--- src/sv/cmdtok_pkg.sv ---
package cmdtok_pkg;

  // Classified character, as handed from the front end to the back end.
  typedef struct packed {
    logic       line_start;
    logic       is_cap_o;
    logic       is_space;
    logic       is_term;
    logic       is_minus;
    logic       is_digit;
    logic       is_bin_digit;
    logic       is_b;
    logic       is_h;
    logic       is_hex_letter;
    logic       is_word;
    logic       is_stray;
    logic [3:0] nibble;
    logic [7:0] upper;
  } tok_t;

  // Results one character may leave behind; later ones overwrite the last slot.
  localparam int unsigned ResultCap  = 6;
  localparam int unsigned QueueDepth = 2;

  localparam logic [7:0] ChNul     = 8'h00;
  localparam logic [7:0] ChSpace   = 8'h20;
  localparam logic [7:0] ChMinus   = 8'h2D;
  localparam logic [7:0] ChZero    = 8'h30;
  localparam logic [7:0] ChOne     = 8'h31;
  localparam logic [7:0] ChNine    = 8'h39;
  localparam logic [7:0] ChGt      = 8'h3E;
  localparam logic [7:0] ChUpA     = 8'h41;
  localparam logic [7:0] ChUpF     = 8'h46;
  localparam logic [7:0] ChUpO     = 8'h4F;
  localparam logic [7:0] ChUpZ     = 8'h5A;
  localparam logic [7:0] ChUnder   = 8'h5F;
  localparam logic [7:0] ChLowA    = 8'h61;
  localparam logic [7:0] ChLowB    = 8'h62;
  localparam logic [7:0] ChLowH    = 8'h68;
  localparam logic [7:0] ChLowZ    = 8'h7A;
  localparam logic [7:0] ChCaseOfs = 8'h20;

endpackage

--- src/sv/cmdtok_char_if.sv ---
interface cmdtok_char_if;
  logic       valid;
  logic       ready;
  logic [7:0] ch;
  logic       line_start;

  modport source (output valid, ch, line_start, input ready);
  modport sink (input valid, ch, line_start, output ready);
endinterface

--- src/sv/cmdtok_param_if.sv ---
interface cmdtok_param_if;
  logic               valid;
  logic               ready;
  logic               param_valid;
  logic signed [15:0] param_value;
  logic [2:0]         param_index;
  logic               line_done;
  logic [2:0]         param_count;
  logic               last_of_run;

  modport source (output valid, param_valid, param_value, param_index, line_done,
                  param_count, last_of_run, input ready);
  modport sink (input valid, param_valid, param_value, param_index, line_done,
                param_count, last_of_run, output ready);
endinterface

--- src/sv/cmdtok_front.sv ---
module cmdtok_front (
  input  logic               clk_i,
  input  logic               rst_ni,
  cmdtok_char_if.sink        char_i,
  output logic               push_valid_o,
  input  logic               push_ready_i,
  output cmdtok_pkg::tok_t   push_data_o
);
  import cmdtok_pkg::*;

  function automatic tok_t classify(logic [7:0] c, logic ls);
    tok_t       t;
    logic [7:0] u;
    u               = (c >= ChLowA && c <= ChLowZ) ? (c - ChCaseOfs) : c;
    t.line_start    = ls;
    t.is_cap_o      = (c == ChUpO);
    t.is_space      = (c == ChSpace);
    t.is_term       = (c == ChNul) || (c == ChGt);
    t.is_minus      = (c == ChMinus);
    t.is_digit      = (c >= ChZero) && (c <= ChNine);
    t.is_bin_digit  = (c == ChZero) || (c == ChOne);
    t.is_b          = (c == ChLowB);
    t.is_h          = (c == ChLowH);
    t.is_hex_letter = (u >= ChUpA) && (u <= ChUpF);
    t.is_word       = ((u >= ChUpA) && (u <= ChUpZ)) || (u == ChUnder);
    t.is_stray      = !(t.is_space || t.is_term || t.is_minus || t.is_digit || t.is_word);
    t.nibble        = t.is_digit ? c[3:0] : (u[3:0] + 4'd9);
    t.upper         = u;
    return t;
  endfunction

  logic valid_q;
  tok_t tok_q;

  assign char_i.ready = !valid_q || push_ready_i;
  assign push_valid_o = valid_q;
  assign push_data_o  = tok_q;

  always_ff @(posedge clk_i or negedge rst_ni) begin
    if (!rst_ni) begin
      valid_q <= 1'b0;
    end else if (char_i.ready) begin
      valid_q <= char_i.valid;
    end
  end

  always_ff @(posedge clk_i) begin
    if (char_i.ready && char_i.valid) begin
      tok_q <= classify(char_i.ch, char_i.line_start);
    end
  end

endmodule

--- src/sv/cmdtok_queue.sv ---
module cmdtok_queue (
  input  logic             clk_i,
  input  logic             rst_ni,
  input  logic             push_valid_i,
  output logic             push_ready_o,
  input  cmdtok_pkg::tok_t push_data_i,
  output logic             pop_valid_o,
  input  logic             pop_ready_i,
  output cmdtok_pkg::tok_t pop_data_o
);
  import cmdtok_pkg::*;

  localparam int unsigned PtrW = (QueueDepth > 1) ? $clog2(QueueDepth) : 1;
  localparam int unsigned CntW = $clog2(QueueDepth + 1);

  tok_t            mem_q [QueueDepth];
  logic [PtrW-1:0] wr_q, wr_d, rd_q, rd_d;
  logic [CntW-1:0] cnt_q, cnt_d;
  logic            push, pop;

  assign push_ready_o = (cnt_q != CntW'(QueueDepth));
  assign pop_valid_o  = (cnt_q != '0);
  assign pop_data_o   = mem_q[rd_q];
  assign push         = push_valid_i && push_ready_o;
  assign pop          = pop_valid_o && pop_ready_i;

  always_comb begin
    wr_d  = (wr_q == PtrW'(QueueDepth - 1)) ? '0 : wr_q + 1'b1;
    rd_d  = (rd_q == PtrW'(QueueDepth - 1)) ? '0 : rd_q + 1'b1;
    cnt_d = cnt_q;
    case ({push, pop})
      2'b10:   cnt_d = cnt_q + 1'b1;
      2'b01:   cnt_d = cnt_q - 1'b1;
      default: cnt_d = cnt_q;
    endcase
  end

  always_ff @(posedge clk_i or negedge rst_ni) begin
    if (!rst_ni) begin
      wr_q  <= '0;
      rd_q  <= '0;
      cnt_q <= '0;
    end else begin
      if (push) wr_q <= wr_d;
      if (pop) rd_q <= rd_d;
      cnt_q <= cnt_d;
    end
  end

  always_ff @(posedge clk_i) begin
    if (push) begin
      mem_q[wr_q] <= push_data_i;
    end
  end

endmodule

--- src/sv/cmdtok_back.sv ---
module cmdtok_back #(
  parameter int unsigned MAX_PARAMS = 6
) (
  input  logic             clk_i,
  input  logic             rst_ni,
  input  logic             head_valid_i,
  output logic             head_pop_o,
  input  cmdtok_pkg::tok_t head_i,
  cmdtok_param_if.source   param_o
);
  import cmdtok_pkg::*;

  localparam int unsigned FoundW = $clog2(MAX_PARAMS + 1);
  localparam int unsigned RunW   = $clog2(ResultCap);

  typedef enum logic [2:0] {
    PhIdle    = 3'b001,
    PhBetween = 3'b010,
    PhBuild   = 3'b100
  } phase_e;

  typedef enum logic [1:0] {
    ModeDec = 2'd0,
    ModeHex = 2'd1,
    ModeBin = 2'd2
  } mode_e;

  typedef struct packed {
    logic        consume;
    logic [15:0] acc;
    mode_e       mode;
  } build_t;

  // One character folded into a parameter under construction.
  function automatic build_t build_fn(logic [15:0] acc, mode_e mode, tok_t t);
    build_t r;
    r.consume = 1'b1;
    r.acc     = acc;
    r.mode    = mode;
    if (t.is_b) begin
      r.mode = ModeBin;
    end else if (t.is_h) begin
      r.mode = ModeHex;
    end else if (mode == ModeBin) begin
      if (t.is_bin_digit) r.acc = {acc[14:0], t.nibble[0]};
      else r.consume = 1'b0;
    end else if (t.is_digit) begin
      r.acc = (mode == ModeHex) ? {acc[11:0], t.nibble}
                                : {acc[12:0], 3'b000} + {acc[14:0], 1'b0} + {12'h000, t.nibble};
    end else if (mode == ModeHex && t.is_hex_letter) begin
      r.acc = {acc[11:0], t.nibble};
    end else if (t.is_word) begin
      r.acc = ({acc[10:0], 5'b00000} + acc) ^ {8'h00, t.upper};
    end else begin
      r.consume = 1'b0;
    end
    return r;
  endfunction

  phase_e            phase_q, phase_d;
  logic [15:0]       acc_q, acc_d;
  logic              neg_q, neg_d;
  mode_e             mode_q, mode_d;
  logic              hexdef_q, hexdef_d;
  logic [FoundW-1:0] found_q, found_d;
  logic [RunW-1:0]   run_q, run_d;

  logic              out_valid_q;
  logic              out_pvalid_q, out_done_q, out_last_q;
  logic [15:0]       out_value_q;
  logic [2:0]        out_index_q, out_count_q;

  build_t            bstep, fstep;
  mode_e             dflt_mode;
  logic              between, pop, full_next;
  logic              has_res, res_valid, res_done;
  logic [15:0]       res_value;
  logic [FoundW-1:0] res_index;
  logic              want_emit, out_free, fire;

  assign dflt_mode = hexdef_q ? ModeHex : ModeDec;
  assign full_next = (found_q == FoundW'(MAX_PARAMS - 1));
  assign bstep     = build_fn(acc_q, mode_q, head_i);
  assign fstep     = build_fn(16'h0000, dflt_mode, head_i);

  always_comb begin
    phase_d   = phase_q;
    acc_d     = acc_q;
    neg_d     = neg_q;
    mode_d    = mode_q;
    hexdef_d  = hexdef_q;
    found_d   = found_q;
    between   = 1'b0;
    pop       = 1'b0;
    has_res   = 1'b0;
    res_valid = 1'b0;
    res_done  = 1'b0;
    res_value = 16'h0000;
    res_index = found_q;
    if (head_i.line_start) begin
      // Opcode: open a fresh line, abandon whatever was in progress.
      hexdef_d = head_i.is_cap_o;
      found_d  = '0;
      acc_d    = 16'h0000;
      neg_d    = 1'b0;
      mode_d   = ModeDec;
      phase_d  = PhBetween;
      pop      = 1'b1;
    end else begin
      unique case (phase_q)
        PhIdle: pop = 1'b1;
        PhBetween: between = 1'b1;
        PhBuild: begin
          if (bstep.consume) begin
            acc_d  = bstep.acc;
            mode_d = bstep.mode;
            pop    = 1'b1;
          end else begin
            has_res   = 1'b1;
            res_valid = 1'b1;
            res_value = neg_q ? (~acc_q + 16'h0001) : acc_q;
            found_d   = found_q + 1'b1;
            if (full_next) begin
              res_done = 1'b1;
              phase_d  = PhIdle;
              pop      = 1'b1;
            end else begin
              phase_d = PhBetween;
              between = 1'b1;
            end
          end
        end
        default: pop = 1'b1;
      endcase
      if (between) begin
        mode_d = dflt_mode;
        if (head_i.is_space) begin
          pop = 1'b1;
        end else if (head_i.is_term) begin
          phase_d  = PhIdle;
          pop      = 1'b1;
          res_done = 1'b1;
          if (!has_res) begin
            has_res   = 1'b1;
            res_index = '0;
          end
        end else if (head_i.is_minus) begin
          phase_d = PhBuild;
          acc_d   = 16'h0000;
          neg_d   = 1'b1;
          pop     = 1'b1;
        end else if (!head_i.is_stray) begin
          phase_d = PhBuild;
          acc_d   = fstep.acc;
          mode_d  = fstep.mode;
          neg_d   = 1'b0;
          pop     = 1'b1;
        end else if (!has_res) begin
          // Stray delimiter: one zero parameter per cycle while the output is free, until the table is full.
          has_res   = 1'b1;
          res_valid = 1'b1;
          found_d   = found_q + 1'b1;
          acc_d     = 16'h0000;
          neg_d     = 1'b0;
          if (full_next) begin
            res_done = 1'b1;
            phase_d  = PhIdle;
            pop      = 1'b1;
          end
        end
        // Stray right after a finished parameter: hold the head; the fill follows once the state has advanced.
      end
    end
  end

  // Past the result cap only the final result of a character is delivered.
  assign want_emit  = has_res && ((run_q < RunW'(ResultCap - 1)) || pop);
  assign out_free   = !out_valid_q || param_o.ready;
  assign fire       = head_valid_i && (!want_emit || out_free);
  assign head_pop_o = fire && pop;

  always_comb begin
    run_d = run_q;
    if (pop) begin
      run_d = '0;
    end else if (has_res && run_q != RunW'(ResultCap - 1)) begin
      run_d = run_q + 1'b1;
    end
  end

  always_ff @(posedge clk_i or negedge rst_ni) begin
    if (!rst_ni) begin
      phase_q  <= PhIdle;
      acc_q    <= 16'h0000;
      neg_q    <= 1'b0;
      mode_q   <= ModeDec;
      hexdef_q <= 1'b0;
      found_q  <= '0;
      run_q    <= '0;
    end else if (fire) begin
      phase_q  <= phase_d;
      acc_q    <= acc_d;
      neg_q    <= neg_d;
      mode_q   <= mode_d;
      hexdef_q <= hexdef_d;
      found_q  <= found_d;
      run_q    <= run_d;
    end
  end

  always_ff @(posedge clk_i or negedge rst_ni) begin
    if (!rst_ni) begin
      out_valid_q <= 1'b0;
    end else if (out_free) begin
      out_valid_q <= fire && want_emit;
    end
  end

  always_ff @(posedge clk_i) begin
    if (out_free && fire && want_emit) begin
      out_pvalid_q <= res_valid;
      out_value_q  <= res_value;
      out_index_q  <= 3'(res_index);
      out_done_q   <= res_done;
      out_count_q  <= 3'(found_d);
      out_last_q   <= pop;
    end
  end

  assign param_o.valid       = out_valid_q;
  assign param_o.param_valid = out_pvalid_q;
  assign param_o.param_value = out_value_q;
  assign param_o.param_index = out_index_q;
  assign param_o.line_done   = out_done_q;
  assign param_o.param_count = out_count_q;
  assign param_o.last_of_run = out_last_q;

endmodule

--- src/sv/command_line_number_tokenizer.sv ---
// Streaming tokenizer for ASCII command lines. Feed one character per beat on
// char_i, with line_start set on the opcode character; parameters come out on
// param_o as they complete, each tagged with its index, the running count,
// line_done on the last beat of a line and last_of_run on the last beat a
// character causes. Numbers are decimal, or hex when the opcode is 'O'; 'b'
// and 'h' switch a parameter to binary or hex, a leading '-' negates it, and
// words fold into a shift-xor hash; all arithmetic wraps at 16 bits. A
// character is classified in a front register, waits in a two-entry queue and
// is executed by the back end, which owns all parsing state and the output
// register. The back end retires one character per cycle, unless the receiver
// holds the output register, when it completes at most one parameter; a
// character that completes several parameters (a stray delimiter filling
// zeros to MAX_PARAMS) holds it until the last, one result per cycle into the
// single output register while the receiver keeps up. Past five results of
// one character only its final result is delivered as a beat, but every
// result is still produced in turn. There is no clearing pass after reset.
module command_line_number_tokenizer #(
  parameter int unsigned MAX_PARAMS = 6
) (
  input  logic           clk_i,
  input  logic           rst_ni,
  cmdtok_char_if.sink    char_i,
  cmdtok_param_if.source param_o
);
  import cmdtok_pkg::*;

  // Front register to queue.
  logic fq_valid, fq_ready;
  tok_t fq_data;

  // Queue head to back end.
  logic qb_valid, qb_pop;
  tok_t qb_data;

  // Classify each accepted character and hold it for the queue.
  cmdtok_front u_front (
    .clk_i        (clk_i),
    .rst_ni       (rst_ni),
    .char_i       (char_i),
    .push_valid_o (fq_valid),
    .push_ready_i (fq_ready),
    .push_data_o  (fq_data)
  );

  // Decouple classification from execution so a multi-beat fill does not
  // stall the input side right away.
  cmdtok_queue u_queue (
    .clk_i        (clk_i),
    .rst_ni       (rst_ni),
    .push_valid_i (fq_valid),
    .push_ready_o (fq_ready),
    .push_data_i  (fq_data),
    .pop_valid_o  (qb_valid),
    .pop_ready_i  (qb_pop),
    .pop_data_o   (qb_data)
  );

  // Advance the parser; drop a character from the queue on its last beat.
  cmdtok_back #(
    .MAX_PARAMS (MAX_PARAMS)
  ) u_back (
    .clk_i        (clk_i),
    .rst_ni       (rst_ni),
    .head_valid_i (qb_valid),
    .head_pop_o   (qb_pop),
    .head_i       (qb_data),
    .param_o      (param_o)
  );

`ifndef NO_ASSERTIONS
  // A line always closes on the last beat of its character.
  a_done_is_last: assert property (@(posedge clk_i) disable iff (!rst_ni)
    param_o.valid && param_o.line_done |-> param_o.last_of_run)
    else $error("line_done without last_of_run");

  // An empty beat only ever reports a line end.
  a_empty_beat: assert property (@(posedge clk_i) disable iff (!rst_ni)
    param_o.valid && !param_o.param_valid |->
      param_o.line_done && param_o.param_value == 16'sd0 && param_o.param_index == 3'd0)
    else $error("empty beat that is not a bare line end");

  // The count on a parameter beat includes that parameter.
  a_count_tracks_index: assert property (@(posedge clk_i) disable iff (!rst_ni)
    param_o.valid && param_o.param_valid |->
      param_o.param_count == 3'(param_o.param_index + 3'd1))
    else $error("param_count out of step with param_index");

  // The back end only retires a character that is in the queue.
  a_pop_needs_head: assert property (@(posedge clk_i) disable iff (!rst_ni)
    qb_pop |-> qb_valid)
    else $error("queue popped while empty");
`endif

endmodule

--- src/flat_wrapper.sv ---
// flat-port wrapper written by rule: the top's interface ports become plain ports
module command_line_number_tokenizer_flat import cmdtok_pkg::*;
#(
  parameter int unsigned MAX_PARAMS = 6
)
  (clk_i, rst_ni, char_i_valid, char_i_ch, char_i_line_start, char_i_ready, param_o_valid, param_o_param_valid, param_o_param_value, param_o_param_index, param_o_line_done, param_o_param_count, param_o_last_of_run, param_o_ready);
  cmdtok_char_if char_i_i ();
  cmdtok_param_if param_o_i ();
  input  logic clk_i;
  input  logic rst_ni;
  input wire logic [$bits(char_i_i.valid)-1:0] char_i_valid;
  input wire logic [$bits(char_i_i.ch)-1:0] char_i_ch;
  input wire logic [$bits(char_i_i.line_start)-1:0] char_i_line_start;
  output wire logic [$bits(char_i_i.ready)-1:0] char_i_ready;
  output wire logic [$bits(param_o_i.valid)-1:0] param_o_valid;
  output wire logic [$bits(param_o_i.param_valid)-1:0] param_o_param_valid;
  output wire logic [$bits(param_o_i.param_value)-1:0] param_o_param_value;
  output wire logic [$bits(param_o_i.param_index)-1:0] param_o_param_index;
  output wire logic [$bits(param_o_i.line_done)-1:0] param_o_line_done;
  output wire logic [$bits(param_o_i.param_count)-1:0] param_o_param_count;
  output wire logic [$bits(param_o_i.last_of_run)-1:0] param_o_last_of_run;
  input wire logic [$bits(param_o_i.ready)-1:0] param_o_ready;
  assign char_i_i.valid = char_i_valid;
  assign char_i_i.ch = char_i_ch;
  assign char_i_i.line_start = char_i_line_start;
  assign char_i_ready = char_i_i.ready;
  assign param_o_valid = param_o_i.valid;
  assign param_o_param_valid = param_o_i.param_valid;
  assign param_o_param_value = param_o_i.param_value;
  assign param_o_param_index = param_o_i.param_index;
  assign param_o_line_done = param_o_i.line_done;
  assign param_o_param_count = param_o_i.param_count;
  assign param_o_last_of_run = param_o_i.last_of_run;
  assign param_o_i.ready = param_o_ready;
  command_line_number_tokenizer #(.MAX_PARAMS(MAX_PARAMS)) u_core (.clk_i(clk_i), .rst_ni(rst_ni), .char_i(char_i_i), .param_o(param_o_i));
endmodule
--- config.mk ---
export PLATFORM = sky130hd
export DESIGN_NAME = command_line_number_tokenizer_flat
export DESIGN_NICKNAME = d
export VERILOG_FILES = /design/src/sv/cmdtok_pkg.sv /design/src/sv/cmdtok_char_if.sv /design/src/sv/cmdtok_param_if.sv /design/src/sv/cmdtok_front.sv /design/src/sv/cmdtok_queue.sv /design/src/sv/cmdtok_back.sv /design/src/sv/command_line_number_tokenizer.sv /design/src/flat_wrapper.sv
export SDC_FILE = /design/constraint.sdc
export NUM_CORES = 1
export LEC_CHECK = 0
export ABC_AREA = 1
export BUFFER_PORTS_ARGS = -buffer_cell sky130_fd_sc_hd__buf_2
export CAP_MARGIN = 20
export CORE_MARGIN = 1.5
export CORE_UTILIZATION = 63
export DETAILED_ROUTE_END_ITERATION = 12
export PLACE_DENSITY = 0.91
export SLEW_MARGIN = 20
export SYNTH_ARGS = -nofsm -noshare
export SYNTH_HDL_FRONTEND = slang
export SYNTH_SLANG_ARGS = --single-unit
--- constraint.sdc ---
create_clock -name clk_i -period 4.6 [get_ports clk_i]
set_input_delay 0.23 -clock clk_i [delete_from_list [all_inputs] [get_ports clk_i]]
set_output_delay 0.23 -clock clk_i [all_outputs]
set_load 0.01 [all_outputs]
# --- Word-level counts from Yosys, hierarchy flattened ---
# Memories as Yosys holds them, arrays and structs flattened.
# Cells that the tools add are included.
totals:
  reg_bits: 84
  latch_bits: 0
  ram_bits: 48
  mem_bits_ro: 0
  in_bits: 13
  output_inout_bits: 27
  wordCells: 245
  mem_count: 1
classes:
  addsub: 12
  n_mul: 0
  n_div: 0
  magnitude_cmp: 8
  eq_ne: 23
  n_shift: 0
  mux: 122
  bitwise: 3
  reduce_logical: 44
memory_table:
  columns: ["name", "words", "word_bits", "rd", "rd_clocked_by_memory_dff", "write_ports", "line", "text"]
  rows:
  - ["u_core.u_queue.mem_q", 2, 24, 1, 0, 1, "cmdtok_queue.sv:16", "tok_t mem_q [QueueDepth];"]
ops:
  columns: ["cell", "n"]
  rows:
  - ["16-bit two-way mux", 17]
  - ["3-bit two-way mux", 26]
  - ["1-bit two-way mux", 54]
  - ["17-bit two-way mux", 3]
  - ["8-bit by 6-bit equality test with 1-bit output, second input constant", 5]
  - ["8-bit two-way mux", 5]
  - ["16-bit adder", 2]
  - ["8-bit by 7-bit equality test with 1-bit output, second input constant", 4]
  - ["2-bit two-way mux", 13]
  - ["8-bit by 7-bit less-or-equal comparator with 1-bit output, second input constant", 3]
  - ["16-bit by 1-bit adder with 16-bit output, second input constant", 1]
  - ["16-bit by 4-bit adder with 16-bit output", 1]
  - ["8-bit by 7-bit >= comparator with 1-bit output, second input constant", 2]
  - ["1-bit logical AND", 16]
  - ["16-bit inverter", 1]
  - ["16-bit by 8-bit XOR with 16-bit output", 1]
  - ["1-bit logical OR", 11]
  - ["8-bit by 6-bit >= comparator with 1-bit output, second input constant", 1]
  - ["8-bit by 6-bit less-or-equal comparator with 1-bit output, second input constant", 1]
  - ["8-bit zero test", 1]
  - ["2-bit nonzero test", 4]
  - ["8-bit by 6-bit subtractor with 8-bit output, second input constant", 1]
  - ["3-bit by 1-bit adder with 3-bit output, second input constant", 2]
  - ["2-bit by 1-bit equality test with 1-bit output, second input constant", 3]
  - ["other kinds (23)", 34]

# --- Logic depth before layout (Yosys ltp) ---
logic_depth:
  ltp_word: 27
  mapped_depth: 24
  mapped_depth_nobuf: 22

# --- Hierarchy ---
# A second synthesis with hierarchy kept.
hier_totals:
  hier_cells: 1222
  hier_area_um2: 9226.3
by_module_without_submodules:
  columns: ["mod", "n_inst", "cells_per_inst", "area_each_um2", "seq_area_each_um2"]
  rows:
  - ["cmdtok_back", 1, 929, 5855.6, 1502.7]
  - ["cmdtok_queue", 1, 155, 2011.9, 1541.5]
  - ["cmdtok_front", 1, 138, 1358.8, 745.7]

# --- Least setup slack after synthesis ---
# OpenSTA, ideal clock, no wires.
synth_path:
  kind: "flip-flop to flip-flop"
  start: "register u_core.u_queue.rd_q"
  end: "register u_core.u_back.acc_q[8]"
  setup_ns: 0.117
  arrival_ns: 3.128
  t_required_ns: 4.483
  slack_ns: 1.354
  stages_incl_launch_ff: 19
  path_buffers: 2
  synth_period_minus_slack_ns: 3.246
  path_cell_list: "dfrtp_1 inv_2 buf_6 clkbuf_1 or2_2 o21a_1 inv_1 fa_1 fa_1 nand3b_1 nand2_1 nand2_1 nand2_1 o21ai_0 or2_2 nand3_1 a31oi_1 nor2_1 nor2_1"
synth_via:
  elab_chain_cells: 22
  word_cells_on_any_way: 52
  classes_between: "add/sub: 1; mux: 44; reduce/logical: 6; memory: 1"
synth_rtl:
  columns: ["item", "line", "text"]
  rows:
  - ["start: declaration", "cmdtok_queue.sv:17", "logic [PtrW-1:0] wr_q, wr_d, rd_q, rd_d;"]
  - ["start signal: assignment", "cmdtok_queue.sv:45", "if (pop) rd_q <= rd_d;"]
  - ["memory read 2 x 24 bit *", null, null]
  - ["parallel branches: the longest is 21 deep, another holds 16-bit by 4-bit adder with 16-bit output", null, null]
  - ["end signal: assignment", "cmdtok_back.sv:194", "acc_q <= 16'h0000;"]
  - ["end signal: assignment", "cmdtok_back.sv:202", "acc_q <= acc_d;"]
  - ["end: declaration", "cmdtok_back.sv:61", "logic [15:0] acc_q, acc_d;"]
# Every way passes the cells marked *. The select of a mux whose other input is x is not followed.
# A chain may end at the register's enable or synchronous reset.

# --- Worst setup path after layout ---
layout_path:
  start: "register u_core.u_queue.rd_q"
  end: "register u_core.u_back.acc_q[14]"
# Same word-level chain as after synthesis.

==> flow_summary.yaml <==
outcome:
  outcome: "completed"
global_routing:
  groute.layer.met2.usage: 0.5146
  vias_in_the_first_global_route: 7738
  grt_antenna_before_repair: 0
  groute.usage.overall: 0.3248
  met3_usage_in_global_routing: 0.06411
  grt_start_max_net_pins: 36
  grt_util_met1: 0.4135
  first_pass_grt_wire_length_um: 37650
  overflow: 0
  top_usage_layer: "met2"
timing:
  max_slew.worst_pin.slew_ns: 0.9029
  f_max_mhz: 304.3
  setup_tns_ns: 0
  rsz0062_at_grt: "false"
  fin_worst_hold_slack_ns: 0.01356
  final-setup-viol-count: 0
  timing.final.ws_setup_ns: 1.314
  timing.slew.headroom: 0.3917
  fin_skew_ns: 0.007276
  final_max_slew_viol_count: 0
  timing_hold_violations_final: 0
  layout_min_cycle_time_ns: 3.286
  fraction_of_the_cycle_the_final_worst_path_needs: 0.7144
logic_synthesis:
  ys_seq_area_frac: 0.4164
  cell_type_with_the_highest_aggregate_area_in_the_netlist: "sky130_fd_sc_hd__edfxtp_1"
  synth.top_cells.by_count: "sky130_fd_sc_hd__nand2_1, sky130_fd_sc_hd__inv_1, sky130_fd_sc_hd__nor2_1"
  post_synth.cell_area_avg_um2: 7.752
  yosys.area.top_type_share: 0.3200
  synth.area.top_cells: "sky130_fd_sc_hd__edfxtp_1, sky130_fd_sc_hd__nand2_1, sky130_fd_sc_hd__dfrtp_1"
  yosys.cell_types.count: 48
  yosysMostFrequentCell: "sky130_fd_sc_hd__nand2_1"
  postSynthCellCount: 1174
  post_synth_instance_area_um2: 9101
  synth_edf_count: 97
  ys_dominant_reg_cell: "sky130_fd_sc_hd__edfxtp_1"
  synth_nets: 1240
  yosysWarningCount: 0
  synthArstFlopShare: 0.2652
  synth.ff_latch_count: 132
routing:
  routed_via_density: 5.899
  drt_iter0_drc: 937
  route.detailed.wl_per_inst_um: 16.44
  dr_total_vias: 8271
  pre_antenna_drt_iters: 6
  detail-route-antenna-nets: 0
  wl_um: 23060
  detail_route.drc_violations: 0
clock_network:
  clock_edge_transition_at_the_registers_on_the_reported_setup_and_hold_paths_ns: 0.06
  clockRootBuffer: "sky130_fd_sc_hd__clkbuf_16"
  htree_levels: 4
  cts_inserted_buffers: 17
  clk_latency_ns: 0.43
  cts.repair.resized: 0
  clock_sinks: 132
  clockBufferDepth: 2
  tritoncts: "yes"
setup_path:
  r2r.worst_path.cells: 21
  timing.critical_path.cells: "inv_2 -> or2_2 -> o21a_1 -> inv_1 -> fa_1 -> fa_1 -> nand3b_1 -> nand2_1 -> nand2_1 -> nand2_1 -> nand2_1 -> nand2_1 -> nand2_1 -> nand3_1 -> nand2_1 -> nand2_1 -> nand2_1 -> nand2_1 -> nand2_1 -> nand2_1 -> nand2_1"
  worst-endpoint-arrival_ns: 3.60
  critical_path.max_fanout: 20
  cp_slowest_cell: "sky130_fd_sc_hd__fa_1"
  worst_r2r_start: "u_core.u_queue.rd_q"
  setup.worst_path.start_class: "register"
  critPathCaptureType: "register"
  stage_delay_of_the_slowest_cell_on_the_critical_path_ns: 0.48
  worst_path_bufs_invs: 2
  worstPathRequired_ns: 4.91
  crit_type: "register to register"
  path_delay_family: "simple AND/OR/NAND/NOR gates"
  timing.critical_path.mode_cell: "sky130_fd_sc_hd__nand2_1"
  reg2reg_to: "u_core.u_back.acc_q[14]"
  rrSetupSlack_ns: 1.31
placement:
  port-buffer-count: 39
  dp_slack_ns: 1.380
  hpwl_after_detailed_placement_um: 15960
  cell_count_after_placement: 1367
  dpl_cell_area_um2: 9422
  place_congestion: 0.9641
job:
  max_cap_violations: 0
min_path:
  min_delay_worst_endpoint: "u_core.u_front.push_valid_o"
  hold_path_class: "primary input to register"
  min_path_cells: 3
  min_from: "char_i_valid"
floorplanning:
  fp.dieH_um: 123.2
  die_w_um: 123.2
  die-area_um2: 15180
  placeableCoreArea_um2: 13990
  initial_core_utilization: 0.6506
  std_cell_rows: 43
  floorplan.io_pins: 40
cells_and_area:
  layout_nets: 1275
  fraction_of_layout_instances_using_a_drive_strength_above_1: 0.1039
  final-instance-count-excl-fill: 1402
  areaGrowthSynthToFinish_pct: 10.31
  finish.instance_area_um2: 10040
  insertedDiodeCount: 0
power:
  worst_ir_drop_vdd_uv: 435.7
  p_leak_nw: 4.857
  pwr_density_cell_nw_per_um2: 544.0
worst max-delay path by stage:
stage	endpoint	slack, ns	cells past startpoint	startpoint
2_1_floorplan	u_core.u_back.acc_q[8]	1.35	18	u_core.u_queue.rd_q
5_1_grt	u_core.u_back.acc_q[14]	0.99	21	u_core.u_queue.rd_q
3_3_place_gp	u_core.u_back.acc_q[8]	1.44	16	u_core.u_queue.rd_q
6_report	u_core.u_back.acc_q[14]	1.31	21	u_core.u_queue.rd_q
4_1_cts	u_core.u_back.acc_q[14]	1.35	21	u_core.u_queue.rd_q
3_5_place_dp	u_core.u_back.acc_q[14]	1.38	21	u_core.u_queue.rd_q
power breakdown:
group | switching, mW | internal (mW)
Combinational | 1.70 | 0.656
Sequential | 0.137 | 1.63
Clock | 0.575 | 0.768
Total | 2.41 | 3.05
layout by cell type, fill, tap and decap left out, types with 26 or more instances in the layout:
| cell type | netlist | final |
|---|---|---|
| sky130_fd_sc_hd__dfrtp_1 | 34 | 34 |
| sky130_fd_sc_hd__nand2_1 | 361 | 361 |
| sky130_fd_sc_hd__nor2_1 | 104 | 101 |
| sky130_fd_sc_hd__nand3_1 | 67 | 67 |
| sky130_fd_sc_hd__ha_1 | 50 | 50 |
| sky130_fd_sc_hd__inv_1 | 130 | 130 |
| sky130_fd_sc_hd__xor2_1 | 26 | 26 |
| sky130_fd_sc_hd__o21ai_0 | 68 | 68 |
| sky130_fd_sc_hd__a21oi_1 | 61 | 61 |
| sky130_fd_sc_hd__buf_2 | 7 | 39 |
| sky130_fd_sc_hd__edfxtp_1 | 97 | 97 |
what timing repair did:
| item | CTS | global route |
|---|---|---|
| buffers inserted | 0 | 0 |
| hold endpoints to repair | 36 | 0 |
| hold buffers | 3 | 0 |
| endpoints found under the setup margin | 0 | 0 |
metrics by stage:
| step | total power, mW | utilization |
|---|---|---|
| after floorplan | 3.479 | - |
| after global placement | 3.939 | 0.6728 |
| after detailed placement | 4.027 | 0.6735 |
| after CTS | 5.403 | 0.7177 |
| after global routing | 5.791 | 0.7177 |
| final | 5.461 | 0.7177 |
registers in the layout (all words and copies together), names as in the netlist, 2 cells and up:
signal,cells
u_core.u_queue.mem_q,48
u_core.u_back.phase_q,3
u_core.u_back.param_o.param_count,3
u_core.u_back.mode_q,2
u_core.u_back.acc_q,16
u_core.u_front.push_data_o,24
u_core.u_back.param_o.param_index,3
u_core.u_back.run_q,3
u_core.u_back.param_o.param_value,16
u_core.u_back.found_q,3
u_core.u_queue.cnt_q,2
layout make-up:
type / instances / area, µm²
clock buffer: 17 / 425.4
clock inverter: 15 / 162.7
fill: 1036 / 3949
inverter: 141 / 531.8
multi-input combinational: 868 / 4627
sequential: 132 / 3790
tap: 180 / 225.2
timing repair buffer: 49 / 277.8
tightest hold or removal path, cell delays in order:
cell and delay, ns:
sky130_fd_sc_hd__buf_2 0.07, sky130_fd_sc_hd__nand2_1 0.05, sky130_fd_sc_hd__nand2_1 0.05
logic make-up after synthesis:
| family | count (synthesis) | synth area share |
|---|---|---|
| buffers and inverters | 174 | 0.07712 |
| AOI/OAI and AO/OA | 179 | 0.1082 |
| xor gates and xnor gates | 34 | 0.03272 |
| adders and majority gates | 53 | 0.07534 |
| and+or+nand+nor | 602 | 0.2902 |
| DFF | 132 | 0.4164 |
metal layers:
| layer | share of wire | up-vias |
|---|---|---|
| li1 | - | 3948 |
| met1 | 0.39 | 3750 |
| met2 | 0.47 | 472 |
| met3 | 0.087 | 101 |
| met4 | 0.050 | 0 |
| met5 | 0 | - |
No activity file was read; power rests on OpenSTA's default activity.
